File: config.mk
export PLATFORM = sky130hd
export DESIGN_NAME = double_tap_slot_matcher_unit_flat
export DESIGN_NICKNAME = d
export VERILOG_FILES = /design/src/sv/dtsm_pkg.sv /design/src/sv/dtsm_in_if.sv /design/src/sv/dtsm_out_if.sv /design/src/sv/dtsm_cfg_if.sv /design/src/sv/dtsm_ram.sv /design/src/sv/dtsm_seq.sv /design/src/sv/double_tap_slot_matcher_unit.sv /design/src/flat_wrapper.sv
export SDC_FILE = /design/constraint.sdc
export NUM_CORES = 2
export LEC_CHECK = 0
export ABC_AREA = 0
export BUFFER_PORTS_ARGS = -buffer_cell sky130_fd_sc_hd__clkbuf_2
export CORE_MARGIN = 2
export CORE_UTILIZATION = 62
export CTS_BUF_LIST = sky130_fd_sc_hd__clkbuf_4
export DETAILED_ROUTE_END_ITERATION = 10
export MAX_ROUTING_LAYER = met4
export PLACE_DENSITY = 0.86
export SLEW_MARGIN = 0
export SYNTH_ARGS = -nofsm -noshare
export SYNTH_HDL_FRONTEND = slang
export SYNTH_HIERARCHICAL = 1
export SYNTH_SLANG_ARGS = --single-unit
File: constraint.sdc
create_clock -name clk -period 46.1 [get_ports clk]
set_clock_uncertainty 0.2 [all_clocks]
set_input_delay 2.305 -clock clk [delete_from_list [all_inputs] [get_ports clk]]
set_output_delay 2.305 -clock clk [all_outputs]
set_load 0.005 [all_outputs]
File: src/sv/dtsm_pkg.sv
package dtsm_pkg;

    localparam int SLOTS = 5;
    localparam int SLOT_W = (SLOTS > 1) ? $clog2(SLOTS) : 1;

    typedef enum logic [1:0] {
        ST_NULL      = 2'd0,
        ST_POSSIBLE  = 2'd1,
        ST_COMPLETED = 2'd2,
        ST_FAILED    = 2'd3
    } status_t;

    typedef enum logic [1:0] {
        CFG_DIST_LIMIT  = 2'd0,
        CFG_TIME_LIMIT  = 2'd1,
        CFG_GROUP_LIMIT = 2'd2,
        CFG_NOTIFY      = 2'd3
    } cfg_index_t;

    localparam logic [25:0] DIST_LIMIT_RST  = 26'd2500;
    localparam logic [23:0] TIME_LIMIT_RST  = 24'd300;
    localparam logic [23:0] GROUP_LIMIT_RST = 24'd100;

    typedef struct packed {
        logic [25:0] dist_limit;
        logic [23:0] time_limit;
        logic [23:0] group_time_limit;
        logic        notify_enable;
    } cfg_t;

    typedef struct packed {
        status_t     status;
        logic [4:0]  group_id;
        logic [11:0] end_x;
        logic [11:0] end_y;
        logic [31:0] end_time;
        logic [11:0] start_x;
        logic [11:0] start_y;
        logic [31:0] start_time;
    } rec_t;

    localparam int REC_W = $bits(rec_t);

    typedef struct packed {
        logic [3:0] slot_number;
        rec_t       rec;
        logic       last_of_run;
    } result_t;

    typedef enum logic [2:0] {
        S_IDLE,
        S_RD,
        S_MUL,
        S_EVAL,
        S_REARM,
        S_FLUSH
    } seq_state_t;

endpackage

File: src/sv/dtsm_in_if.sv
interface dtsm_in_if;
    logic        valid;
    logic        ready;
    logic        tap_done;
    logic [31:0] tap_time;
    logic [11:0] touch_x;
    logic [11:0] touch_y;
    logic [31:0] touch_time;

    modport source (output valid, tap_done, tap_time, touch_x, touch_y, touch_time,
                    input ready);
    modport sink (input valid, tap_done, tap_time, touch_x, touch_y, touch_time,
                  output ready);
endinterface

File: src/sv/dtsm_out_if.sv
interface dtsm_out_if;
    logic        valid;
    logic        ready;
    logic [3:0]  slot_number;
    logic [1:0]  slot_status;
    logic [4:0]  group_id;
    logic [11:0] end_x;
    logic [11:0] end_y;
    logic [31:0] end_time;
    logic [11:0] start_x;
    logic [11:0] start_y;
    logic [31:0] start_time;
    logic        last_of_run;

    modport source (output valid, slot_number, slot_status, group_id, end_x, end_y,
                    end_time, start_x, start_y, start_time, last_of_run,
                    input ready);
    modport sink (input valid, slot_number, slot_status, group_id, end_x, end_y,
                  end_time, start_x, start_y, start_time, last_of_run,
                  output ready);
endinterface

File: src/sv/dtsm_cfg_if.sv
interface dtsm_cfg_if;
    logic        valid;
    logic        ready;
    logic [1:0]  index;
    logic [25:0] data;

    modport source (output valid, index, data, input ready);
    modport sink (input valid, index, data, output ready);
endinterface

File: src/sv/dtsm_ram.sv
module dtsm_ram #(
    parameter int WIDTH = 8,
    parameter int DEPTH = 4
) (
    input  logic                                        clk,
    input  logic                                        wr_en,
    input  logic [((DEPTH > 1) ? $clog2(DEPTH) : 1)-1:0] wr_addr,
    input  logic [WIDTH-1:0]                            wr_data,
    input  logic                                        rd_en,
    input  logic [((DEPTH > 1) ? $clog2(DEPTH) : 1)-1:0] rd_addr,
    output logic [WIDTH-1:0]                            rd_data
);

    logic [WIDTH-1:0] mem [DEPTH];

    always_ff @(posedge clk)
    begin
        if (wr_en)
        begin
            mem[wr_addr] <= wr_data;
        end
        if (rd_en)
        begin
            rd_data <= mem[rd_addr];
        end
    end

endmodule

File: src/sv/dtsm_seq.sv
module dtsm_seq (
    input  logic                      clk,
    input  logic                      rst_n,
    input  dtsm_pkg::cfg_t            cfg,
    input  logic                      in_valid,
    output logic                      in_ready,
    input  logic                      tap_done,
    input  logic [31:0]               tap_time,
    input  logic [11:0]               touch_x,
    input  logic [11:0]               touch_y,
    input  logic [31:0]               touch_time,
    input  logic                      out_free,
    output logic                      push,
    output dtsm_pkg::result_t         push_data
);

    localparam int SW = dtsm_pkg::SLOT_W;

    dtsm_pkg::seq_state_t state_reg, state_next;
    logic [SW-1:0]        idx_reg, idx_next;
    logic [31:0]          tapt_reg, tt_reg;
    logic [11:0]          tx_reg, ty_reg;
    logic                 free_ok_reg, free_ok_next, done_ok_reg, done_ok_next;
    logic [SW-1:0]        free_idx_reg, free_idx_next, done_idx_reg, done_idx_next;
    dtsm_pkg::rec_t       free_rec_reg, free_rec_next, done_rec_reg, done_rec_next;
    logic                 grp_ok_reg, grp_ok_next;
    logic [4:0]           grp_id_reg, grp_id_next;
    logic                 pend_valid_reg, pend_valid_next;
    dtsm_pkg::result_t    pend_reg, pend_next;
    logic [dtsm_pkg::SLOTS-1:0] vld_reg, vld_next;
    logic                 vld_q_reg;
    dtsm_pkg::rec_t       rec_reg;
    logic [23:0]          sqx_reg, sqy_reg;
    logic                 tpass_reg, gpass_reg;

    logic                 rd_en, wr_en;
    logic [SW-1:0]        wr_addr;
    logic [dtsm_pkg::REC_W-1:0] rd_data, wr_data;
    dtsm_pkg::rec_t       rec_m, new_rec, cand;
    logic [SW-1:0]        cand_idx;
    logic signed [12:0]   dx, dy;
    logic signed [25:0]   px, py;
    logic [32:0]          td;
    logic [31:0]          gd;
    logic [24:0]          d2;
    logic                 emit_en;

    dtsm_ram #(.WIDTH(dtsm_pkg::REC_W), .DEPTH(dtsm_pkg::SLOTS)) u_ram (
        .clk     (clk),
        .wr_en   (wr_en),
        .wr_addr (wr_addr),
        .wr_data (wr_data),
        .rd_en   (rd_en),
        .rd_addr (idx_reg),
        .rd_data (rd_data)
    );

    // An entry never written reads as its reset contents.
    always_comb
    begin
        rec_m = dtsm_pkg::rec_t'(rd_data);
        if (!vld_q_reg)
        begin
            rec_m.status   = dtsm_pkg::ST_NULL;
            rec_m.group_id = 5'(idx_reg) + 5'd1;
            rec_m.end_x    = '0;
            rec_m.end_y    = '0;
            rec_m.end_time = '0;
        end
        dx = $signed({1'b0, tx_reg}) - $signed({1'b0, rec_m.start_x});
        dy = $signed({1'b0, ty_reg}) - $signed({1'b0, rec_m.start_y});
        px = dx * dx;
        py = dy * dy;
        td = {1'b0, tt_reg} - {1'b0, rec_m.start_time};
        gd = (tapt_reg >= rec_m.start_time) ? (tapt_reg - rec_m.start_time)
                                             : (rec_m.start_time - tapt_reg);
    end

    assign d2      = {1'b0, sqx_reg} + {1'b0, sqy_reg};
    assign emit_en = cfg.notify_enable;
    assign in_ready = (state_reg == dtsm_pkg::S_IDLE);
    assign cand     = free_ok_reg ? free_rec_reg : done_rec_reg;
    assign cand_idx = free_ok_reg ? free_idx_reg : done_idx_reg;

    always_ff @(posedge clk or negedge rst_n)
    begin
        if (!rst_n)
        begin
            state_reg      <= dtsm_pkg::S_IDLE;
            idx_reg        <= '0;
            vld_reg        <= '0;
            pend_valid_reg <= 1'b0;
        end
        else
        begin
            state_reg      <= state_next;
            idx_reg        <= idx_next;
            vld_reg        <= vld_next;
            pend_valid_reg <= pend_valid_next;
        end
    end

    always_ff @(posedge clk)
    begin
        free_ok_reg  <= free_ok_next;
        done_ok_reg  <= done_ok_next;
        free_idx_reg <= free_idx_next;
        done_idx_reg <= done_idx_next;
        free_rec_reg <= free_rec_next;
        done_rec_reg <= done_rec_next;
        grp_ok_reg   <= grp_ok_next;
        grp_id_reg   <= grp_id_next;
        pend_reg     <= pend_next;
        if (state_reg == dtsm_pkg::S_IDLE)
        begin
            tapt_reg <= tap_time;
            tx_reg   <= touch_x;
            ty_reg   <= touch_y;
            tt_reg   <= touch_time;
        end
        if (state_reg == dtsm_pkg::S_RD)
        begin
            vld_q_reg <= vld_reg[idx_reg];
        end
        if (state_reg == dtsm_pkg::S_MUL)
        begin
            rec_reg   <= rec_m;
            sqx_reg   <= px[23:0];
            sqy_reg   <= py[23:0];
            tpass_reg <= td[32] || (td[31:0] < {8'd0, cfg.time_limit});
            gpass_reg <= gd < {8'd0, cfg.group_time_limit};
        end
    end

    always_comb
    begin
        state_next      = state_reg;
        idx_next        = idx_reg;
        free_ok_next    = free_ok_reg;
        done_ok_next    = done_ok_reg;
        free_idx_next   = free_idx_reg;
        done_idx_next   = done_idx_reg;
        free_rec_next   = free_rec_reg;
        done_rec_next   = done_rec_reg;
        grp_ok_next     = grp_ok_reg;
        grp_id_next     = grp_id_reg;
        pend_valid_next = pend_valid_reg;
        pend_next       = pend_reg;
        vld_next        = vld_reg;
        rd_en           = 1'b0;
        wr_en           = 1'b0;
        wr_addr         = idx_reg;
        new_rec         = rec_reg;
        push            = 1'b0;
        push_data       = pend_reg;
        push_data.last_of_run = 1'b0;
        unique case (state_reg)
            dtsm_pkg::S_IDLE:
            begin
                if (in_valid && tap_done)
                begin
                    idx_next     = '0;
                    free_ok_next = 1'b0;
                    done_ok_next = 1'b0;
                    grp_ok_next  = 1'b0;
                    state_next   = dtsm_pkg::S_RD;
                end
            end
            dtsm_pkg::S_RD:
            begin
                rd_en      = 1'b1;
                state_next = dtsm_pkg::S_MUL;
            end
            dtsm_pkg::S_MUL:
            begin
                state_next = dtsm_pkg::S_EVAL;
            end
            dtsm_pkg::S_EVAL:
            begin
                if (rec_reg.status == dtsm_pkg::ST_POSSIBLE && ({1'b0, d2} < cfg.dist_limit))
                begin
                    if (!(emit_en && pend_valid_reg && !out_free))
                    begin
                        if (tpass_reg)
                        begin
                            new_rec.status   = dtsm_pkg::ST_COMPLETED;
                            new_rec.end_x    = tx_reg;
                            new_rec.end_y    = ty_reg;
                            new_rec.end_time = tt_reg;
                        end
                        else
                        begin
                            new_rec.status = dtsm_pkg::ST_FAILED;
                        end
                        wr_en             = 1'b1;
                        vld_next[idx_reg] = 1'b1;
                        if (emit_en)
                        begin
                            push            = pend_valid_reg;
                            pend_valid_next = 1'b1;
                            pend_next       = '{slot_number: 4'(idx_reg), rec: new_rec,
                                                last_of_run: 1'b0};
                        end
                        if (tpass_reg)
                        begin
                            state_next = dtsm_pkg::S_FLUSH;
                        end
                        else if (idx_reg == SW'(dtsm_pkg::SLOTS - 1))
                        begin
                            state_next = dtsm_pkg::S_REARM;
                        end
                        else
                        begin
                            idx_next   = idx_reg + SW'(1);
                            state_next = dtsm_pkg::S_RD;
                        end
                    end
                end
                else
                begin
                    case (rec_reg.status)
                        dtsm_pkg::ST_POSSIBLE:
                        begin
                            if (gpass_reg)
                            begin
                                grp_ok_next = 1'b1;
                                grp_id_next = rec_reg.group_id;
                            end
                        end
                        dtsm_pkg::ST_COMPLETED:
                        begin
                            done_ok_next  = 1'b1;
                            done_idx_next = idx_reg;
                            done_rec_next = rec_reg;
                        end
                        default:
                        begin
                            free_ok_next  = 1'b1;
                            free_idx_next = idx_reg;
                            free_rec_next = rec_reg;
                        end
                    endcase
                    if (idx_reg == SW'(dtsm_pkg::SLOTS - 1))
                    begin
                        state_next = dtsm_pkg::S_REARM;
                    end
                    else
                    begin
                        idx_next   = idx_reg + SW'(1);
                        state_next = dtsm_pkg::S_RD;
                    end
                end
            end
            dtsm_pkg::S_REARM:
            begin
                if (!(free_ok_reg || done_ok_reg))
                begin
                    state_next = dtsm_pkg::S_FLUSH;
                end
                else if (!(emit_en && pend_valid_reg && !out_free))
                begin
                    new_rec            = cand;
                    new_rec.status     = dtsm_pkg::ST_POSSIBLE;
                    new_rec.start_x    = tx_reg;
                    new_rec.start_y    = ty_reg;
                    new_rec.start_time = tt_reg;
                    if (grp_ok_reg)
                    begin
                        new_rec.group_id = grp_id_reg;
                    end
                    wr_en              = 1'b1;
                    wr_addr            = cand_idx;
                    vld_next[cand_idx] = 1'b1;
                    if (emit_en)
                    begin
                        push            = pend_valid_reg;
                        pend_valid_next = 1'b1;
                        pend_next       = '{slot_number: 4'(cand_idx), rec: new_rec,
                                            last_of_run: 1'b0};
                    end
                    state_next = dtsm_pkg::S_FLUSH;
                end
            end
            dtsm_pkg::S_FLUSH:
            begin
                if (!pend_valid_reg)
                begin
                    state_next = dtsm_pkg::S_IDLE;
                end
                else if (out_free)
                begin
                    push                  = 1'b1;
                    push_data.last_of_run = 1'b1;
                    pend_valid_next       = 1'b0;
                    state_next            = dtsm_pkg::S_IDLE;
                end
            end
            default:
            begin
                state_next = dtsm_pkg::S_IDLE;
            end
        endcase
    end

    assign wr_data = dtsm_pkg::REC_W'(new_rec);

    a_idx_range: assert property (@(posedge clk) disable iff (!rst_n)
        {1'b0, idx_reg} < (SW + 1)'(dtsm_pkg::SLOTS))
        else $error("slot index out of range");
    a_push_free: assert property (@(posedge clk) disable iff (!rst_n)
        push |-> out_free)
        else $error("notification pushed into a full output register");
    a_write_state: assert property (@(posedge clk) disable iff (!rst_n)
        wr_en |-> (state_reg == dtsm_pkg::S_EVAL || state_reg == dtsm_pkg::S_REARM))
        else $error("slot write outside update states");
    a_idle_clean: assert property (@(posedge clk) disable iff (!rst_n)
        (state_reg == dtsm_pkg::S_IDLE) |-> !pend_valid_reg)
        else $error("notification left pending at end of run");

endmodule

File: src/sv/double_tap_slot_matcher_unit.sv
// Sequence: an item without a completed tap is taken while idle and starts no scan; otherwise
// each slot gets a memory read, squaring and decision until one completes, then the rearm
// (skipped after a completion) and the final transfer. A new tapped item is taken only after
// the run returns to idle. Reset: configuration returns to reset values and every slot reads
// as null with default group via per-slot valid bits cleared at once, with no clearing pass.
module double_tap_slot_matcher_unit (
    input  logic        clk,
    input  logic        rst_n,
    dtsm_in_if.sink     in_ch,
    dtsm_out_if.source  out_ch,
    dtsm_cfg_if.sink    cfg_ch
);

    dtsm_pkg::cfg_t    cfg_reg;
    dtsm_pkg::result_t out_reg;
    logic              out_valid_reg;
    logic              out_free;
    logic              push;
    dtsm_pkg::result_t push_data;

    // Config writes are always taken; the user must keep the block idle for them (unenforced).
    assign cfg_ch.ready = 1'b1;

    always_ff @(posedge clk or negedge rst_n)
    begin
        if (!rst_n)
        begin
            cfg_reg.dist_limit       <= dtsm_pkg::DIST_LIMIT_RST;
            cfg_reg.time_limit       <= dtsm_pkg::TIME_LIMIT_RST;
            cfg_reg.group_time_limit <= dtsm_pkg::GROUP_LIMIT_RST;
            cfg_reg.notify_enable    <= 1'b0;
        end
        else if (cfg_ch.valid)
        begin
            unique case (dtsm_pkg::cfg_index_t'(cfg_ch.index))
                dtsm_pkg::CFG_DIST_LIMIT:  cfg_reg.dist_limit       <= cfg_ch.data;
                dtsm_pkg::CFG_TIME_LIMIT:  cfg_reg.time_limit       <= cfg_ch.data[23:0];
                dtsm_pkg::CFG_GROUP_LIMIT: cfg_reg.group_time_limit <= cfg_ch.data[23:0];
                dtsm_pkg::CFG_NOTIFY:      cfg_reg.notify_enable    <= cfg_ch.data[0];
                default:                   cfg_reg.notify_enable    <= cfg_reg.notify_enable;
            endcase
        end
    end

    // The sequencer owns the slot memory and scans it one slot at a time. It holds each
    // notification back by one so that the last one of a run can be flagged.
    dtsm_seq u_seq (
        .clk        (clk),
        .rst_n      (rst_n),
        .cfg        (cfg_reg),
        .in_valid   (in_ch.valid),
        .in_ready   (in_ch.ready),
        .tap_done   (in_ch.tap_done),
        .tap_time   (in_ch.tap_time),
        .touch_x    (in_ch.touch_x),
        .touch_y    (in_ch.touch_y),
        .touch_time (in_ch.touch_time),
        .out_free   (out_free),
        .push       (push),
        .push_data  (push_data)
    );

    // The output register parts the sequencer from the consumer; a new item may be taken
    // while a finished notification still waits here.
    assign out_free = !out_valid_reg || out_ch.ready;

    always_ff @(posedge clk or negedge rst_n)
    begin
        if (!rst_n)
        begin
            out_valid_reg <= 1'b0;
        end
        else if (push)
        begin
            out_valid_reg <= 1'b1;
        end
        else if (out_ch.ready)
        begin
            out_valid_reg <= 1'b0;
        end
    end

    always_ff @(posedge clk)
    begin
        if (push)
        begin
            out_reg <= push_data;
        end
    end

    assign out_ch.valid       = out_valid_reg;
    assign out_ch.slot_number = out_reg.slot_number;
    assign out_ch.slot_status = out_reg.rec.status;
    assign out_ch.group_id    = out_reg.rec.group_id;
    assign out_ch.end_x       = out_reg.rec.end_x;
    assign out_ch.end_y       = out_reg.rec.end_y;
    assign out_ch.end_time    = out_reg.rec.end_time;
    assign out_ch.start_x     = out_reg.rec.start_x;
    assign out_ch.start_y     = out_reg.rec.start_y;
    assign out_ch.start_time  = out_reg.rec.start_time;
    assign out_ch.last_of_run = out_reg.last_of_run;

    a_out_hold: assert property (@(posedge clk) disable iff (!rst_n)
        (out_valid_reg && !out_ch.ready) |=> out_valid_reg)
        else $error("pending notification dropped");
    a_no_overwrite: assert property (@(posedge clk) disable iff (!rst_n)
        (out_valid_reg && !out_ch.ready) |-> !push)
        else $error("notification overwritten before transfer");
    a_cfg_ready: assert property (@(posedge clk) disable iff (!rst_n)
        cfg_ch.ready)
        else $error("configuration port stalled");

endmodule
File: src/flat_wrapper.sv
// flat-port wrapper written by rule: the top's interface ports become plain ports
module double_tap_slot_matcher_unit_flat 
  (clk, rst_n, in_ch_valid, in_ch_tap_done, in_ch_tap_time, in_ch_touch_x, in_ch_touch_y, in_ch_touch_time, in_ch_ready, out_ch_valid, out_ch_slot_number, out_ch_slot_status, out_ch_group_id, out_ch_end_x, out_ch_end_y, out_ch_end_time, out_ch_start_x, out_ch_start_y, out_ch_start_time, out_ch_last_of_run, out_ch_ready, cfg_ch_valid, cfg_ch_index, cfg_ch_data, cfg_ch_ready);
  dtsm_in_if in_ch_i ();
  dtsm_out_if out_ch_i ();
  dtsm_cfg_if cfg_ch_i ();
  input  logic clk;
  input  logic rst_n;
  input wire logic [$bits(in_ch_i.valid)-1:0] in_ch_valid;
  input wire logic [$bits(in_ch_i.tap_done)-1:0] in_ch_tap_done;
  input wire logic [$bits(in_ch_i.tap_time)-1:0] in_ch_tap_time;
  input wire logic [$bits(in_ch_i.touch_x)-1:0] in_ch_touch_x;
  input wire logic [$bits(in_ch_i.touch_y)-1:0] in_ch_touch_y;
  input wire logic [$bits(in_ch_i.touch_time)-1:0] in_ch_touch_time;
  output wire logic [$bits(in_ch_i.ready)-1:0] in_ch_ready;
  output wire logic [$bits(out_ch_i.valid)-1:0] out_ch_valid;
  output wire logic [$bits(out_ch_i.slot_number)-1:0] out_ch_slot_number;
  output wire logic [$bits(out_ch_i.slot_status)-1:0] out_ch_slot_status;
  output wire logic [$bits(out_ch_i.group_id)-1:0] out_ch_group_id;
  output wire logic [$bits(out_ch_i.end_x)-1:0] out_ch_end_x;
  output wire logic [$bits(out_ch_i.end_y)-1:0] out_ch_end_y;
  output wire logic [$bits(out_ch_i.end_time)-1:0] out_ch_end_time;
  output wire logic [$bits(out_ch_i.start_x)-1:0] out_ch_start_x;
  output wire logic [$bits(out_ch_i.start_y)-1:0] out_ch_start_y;
  output wire logic [$bits(out_ch_i.start_time)-1:0] out_ch_start_time;
  output wire logic [$bits(out_ch_i.last_of_run)-1:0] out_ch_last_of_run;
  input wire logic [$bits(out_ch_i.ready)-1:0] out_ch_ready;
  input wire logic [$bits(cfg_ch_i.valid)-1:0] cfg_ch_valid;
  input wire logic [$bits(cfg_ch_i.index)-1:0] cfg_ch_index;
  input wire logic [$bits(cfg_ch_i.data)-1:0] cfg_ch_data;
  output wire logic [$bits(cfg_ch_i.ready)-1:0] cfg_ch_ready;
  assign in_ch_i.valid = in_ch_valid;
  assign in_ch_i.tap_done = in_ch_tap_done;
  assign in_ch_i.tap_time = in_ch_tap_time;
  assign in_ch_i.touch_x = in_ch_touch_x;
  assign in_ch_i.touch_y = in_ch_touch_y;
  assign in_ch_i.touch_time = in_ch_touch_time;
  assign in_ch_ready = in_ch_i.ready;
  assign out_ch_valid = out_ch_i.valid;
  assign out_ch_slot_number = out_ch_i.slot_number;
  assign out_ch_slot_status = out_ch_i.slot_status;
  assign out_ch_group_id = out_ch_i.group_id;
  assign out_ch_end_x = out_ch_i.end_x;
  assign out_ch_end_y = out_ch_i.end_y;
  assign out_ch_end_time = out_ch_i.end_time;
  assign out_ch_start_x = out_ch_i.start_x;
  assign out_ch_start_y = out_ch_i.start_y;
  assign out_ch_start_time = out_ch_i.start_time;
  assign out_ch_last_of_run = out_ch_i.last_of_run;
  assign out_ch_i.ready = out_ch_ready;
  assign cfg_ch_i.valid = cfg_ch_valid;
  assign cfg_ch_i.index = cfg_ch_index;
  assign cfg_ch_i.data = cfg_ch_data;
  assign cfg_ch_ready = cfg_ch_i.ready;
  double_tap_slot_matcher_unit u_core (.clk(clk), .rst_n(rst_n), .in_ch(in_ch_i), .out_ch(out_ch_i), .cfg_ch(cfg_ch_i));
endmodule
==> flow_metrics.py <==
metrics = {
    "drt": {
        "routed_wl_mm": 187,
        "post_drt_via_cell_ratio": 6.11,
        "dr.pass1.iters": 7,
        "detail-route-antenna-nets": 0,
        "detailedRoute.firstIterationViolations": 4904,
        "routedWlPerCell_um": 23.7,
        "via_count": 48100,
        "detail_route.drc_violations": 0,
    },
    "clock_tree": {
        "worst_skew_late_latency_ns": 1.31,
        "numCtsBuffers": 368,
        "clk_pin_slew_worst_paths_ns": 0.06,
        "htreeDepth": 5,
        "number_of_buffers_inserted_by_hold_repair_at_cts": 0,
        "clkSinkCount": 1440,
        "cts-root-to-sink-buffers": 4,
        "cts_tree": "built",
        "cts_setup_buffers": 0,
        "clk_root_buffer_cell": "sky130_fd_sc_hd__clkbuf_4",
        "ctsResizeCount": 0,
    },
    "grt": {
        "vias_in_the_first_global_route": 49300,
        "track_usage_pct": 31.7,
        "overflow": 0,
        "grt_max_degree": 154,
        "antenna_found_initial": 6,
        "grt_first_pass_wirelength_mm": 283,
    },
    "sta": {
        "finalCriticalPeriod_ns": 8.98,
        "post-route-worst-setup-slack_ns": 37.12,
        "worstMarginPinSlew_ns": 1.26,
        "slew_headroom_pct": 16.0,
        "final-hold-violation-count": 0,
        "post-route-period-util_pct": 19.5,
        "setup-violations-final": 0,
        "rsz0062_at_grt": "false",
        "final_total_negative_setup_slack_ns": 0,
        "timing.fmax_ghz": 0.111,
        "finalMaxSlewViolations": 0,
    },
    "setup_path": {
        "timing.rr.start": "u_core/u_seq/ty_reg[0]$_DFFE_PP_",
        "timing.reg2reg.setup_slack_ns": 37.12,
        "setup_crit_end_kind": "flop",
        "slowest_stage": "sky130_fd_sc_hd__xnor2_1",
        "arrival_ns": 9.73,
        "cp.buffers_inverters": 6,
        "crit_fanout": 9,
        "crit_path_max_incr_delay_ns": 0.71,
        "timing.critical_path.from_type": "flop",
        "worst-setup-path-type": "reg2reg",
        "worst_r2r_path_depth": 30,
        "critical_path_required_ns": 46.85,
        "timing.rr.end": "u_core/u_seq/sqy_reg[21]$_DFFE_PP_",
        "worst_path_dominant_cell_family": "adder cells",
    },
    "logic_synthesis": {
        "yosys_most_used_dff": "sky130_fd_sc_hd__edfxtp_1",
        "synth-compound-area-share_pct": 10.4,
        "post-synth-top-area-cell": "sky130_fd_sc_hd__edfxtp_1",
        "asyncSetResetFlopFracSynth_pct": 6.11,
        "synth_cell_types": 87,
        "synth_top_family_by_area": "adder cells",
        "yosys.cell_count.top_type": "sky130_fd_sc_hd__edfxtp_1",
        "postSynthCellCount": 5629,
        "postSynthRegisterBits": 1440,
        "post_synth_fa_ha_maj_area_fraction_pct": 13.1,
        "synth_xor_xnor_area_share_pct": 1.82,
        "synth-simple-area-share_pct": 8.13,
        "synth_enable_flop_cells": 1352,
        "ys_seq_area_share_pct": 57.8,
        "synthDominantCellAreaShare_pct": 54.8,
        "synthesis.area_per_instance_um2": 13.2,
        "synthMuxAreaShare_pct": 3.78,
        "synth.yosys.warnings": 6,
        "synthTopCellsByArea": "sky130_fd_sc_hd__edfxtp_1 (55%), sky130_fd_sc_hd__fa_1 (7.2%), sky130_fd_sc_hd__ha_1 (5.9%), sky130_fd_sc_hd__inv_1 (3.3%), sky130_fd_sc_hd__nand2_1 (2.7%)",
        "netlist_area_um2": 74000,
        "synth_top_cells_by_count": "sky130_fd_sc_hd__edfxtp_1 (1352), sky130_fd_sc_hd__inv_1 (654), sky130_fd_sc_hd__nand2_1 (530)",
    },
    "die": {
        "design.core.area_um2": 118000,
        "die_w_um": 350,
        "start_util_pct": 62.6,
        "dieArea_um2": 122000,
        "die_y_um": 350,
        "rows": 126,
        "ios": 249,
    },
    "status": {
        "run_status": "completed",
    },
    "worst_hold_path": {
        "min_path_cells": 0,
        "min-delay-start": "u_core/u_seq/push_data[49]$_DFFE_PP_",
        "hold_end": "u_core/out_ch.start_x[4]$_DFFE_PP_",
        "hp-class": "reg2reg",
    },
    "place": {
        "port_buffers": 247,
        "routabilityCongestion": 0.954,
        "cell_area_placed_um2": 76600,
        "hpwlAfterDp_mm": 122,
        "dpl_worst_slack_ns": 37.34,
    },
    "finish": {
        "layout-area-overhead-vs-synth_pct": 9.46,
        "drive_gt1_share_pct": 17.7,
        "finalInstanceArea_um2": 81000,
        "top_register": "u_core/u_seq/u_ram/mem",
        "finish.utilization_pct": 68.5,
        "max_reg_flops": 595,
        "finalNetCount": 6811,
    },
    "run": {
        "max-cap-violations": 0,
    },
}
[layer usage]
layer  global-route usage [%]  routed length (um)  part of all wire, %
met5                        -                   0                    0
met4                     17.2               10200                  5.4
met3                     5.91               17900                  9.6
met2                     49.7               89200                   48
met1                     39.4               69300                   37
[cell usage in the layout (no fill, tap or decap), types with 34 or more instances in the layout]
cell type                  instances
sky130_fd_sc_hd__dfrtp_1          74
sky130_fd_sc_hd__o21ai_0         107
sky130_fd_sc_hd__buf_4            62
sky130_fd_sc_hd__and2_1           74
sky130_fd_sc_hd__nor3_1           34
sky130_fd_sc_hd__a21oi_1         211
sky130_fd_sc_hd__fa_1            266
sky130_fd_sc_hd__nand2_1         530
sky130_fd_sc_hd__a221o_1          60
sky130_fd_sc_hd__clkbuf_2        246
sky130_fd_sc_hd__mux2_2           76
sky130_fd_sc_hd__xor2_1           49
sky130_fd_sc_hd__inv_1           653
sky130_fd_sc_hd__nor2_1          243
sky130_fd_sc_hd__clkbuf_4        528
sky130_fd_sc_hd__edfxtp_1       1352
sky130_fd_sc_hd__ha_1            348
sky130_fd_sc_hd__mux2i_1         193
sky130_fd_sc_hd__a211oi_1        192
sky130_fd_sc_hd__nor2b_1         204
sky130_fd_sc_hd__nand3_1          51
sky130_fd_sc_hd__a221oi_2        112
sky130_fd_sc_hd__clkinv_1         81
sky130_fd_sc_hd__xnor2_1         103
sky130_fd_sc_hd__a21o_1           77
[worst register-to-register path, delay by kind of cell (launching register included)]
family          cells  cell delay [ns]
compound gates      9             2.02
xor+xnor            2             0.79
fa+ha+maj           9             3.64
buf+inv             6             0.75
flops               1             0.42
simple gates        4             0.85
[how the worst max path moves through the flow]
stage / from / end / slack, ns / cells after the start
2_1_floorplan: u_core/u_seq/sqx_reg[3]$_DFFE_PP_ / u_core/u_seq/u_ram/mem[0][0]$_DFFE_PP_ / 28.69 / 19
3_3_place_gp: u_core/u_seq/tx_reg[0]$_DFFE_PP_ / u_core/u_seq/sqx_reg[22]$_DFFE_PP_ / 37.61 / 30
3_5_place_dp: u_core/u_seq/tx_reg[1]$_DFFE_PP_ / u_core/u_seq/sqx_reg[22]$_DFFE_PP_ / 37.34 / 29
4_1_cts: u_core/u_seq/ty_reg[0]$_DFFE_PP_ / u_core/u_seq/sqy_reg[21]$_DFFE_PP_ / 37.25 / 30
5_1_grt: u_core/u_seq/ty_reg[0]$_DFFE_PP_ / u_core/u_seq/sqy_reg[21]$_DFFE_PP_ / 36.55 / 30
6_report: u_core/u_seq/ty_reg[0]$_DFFE_PP_ / u_core/u_seq/sqy_reg[21]$_DFFE_PP_ / 37.12 / 30
[cell type report]
cell class,count,area (um^2)
Sequential cell,1440,42800
Timing Repair Buffer,309,1720
Clock buffer,528,3960
Multi-Input combinational cell,3292,27700
Fill cell,7979,37200
Inverter,664,2490
Tap cell,1536,1920
Antenna cell,10,25.0
Clock inverter,92,435
[through the flow]
step / std cells / hold WS [ns]
after floorplan: 5630 / 0.200
after global placement: 7241 / 0.201
after detailed placement: 7241 / 0.205
after CTS: 7861 / 0.153
after global routing: 7870 / 0.164
final: 7871 / 0.149
[kinds of logic (layout without fill, tap and decap cells)]
| logic type | count (synthesis) | after routing |
|---|---|---|
| flops | 1440 | 1440 |
| simple gates | 1280 | 1280 |
| compound gates | 972 | 972 |
| buf+inv | 898 | 1593 |
| fa+ha+maj | 614 | 614 |
| mux | 270 | 270 |
| xor+xnor | 153 | 153 |
| other cells | 2 | 13 |
Power is left out: the tool's default activity adds up to more than one toggle a clock period on the data nets, which glitch-free logic cannot reach.
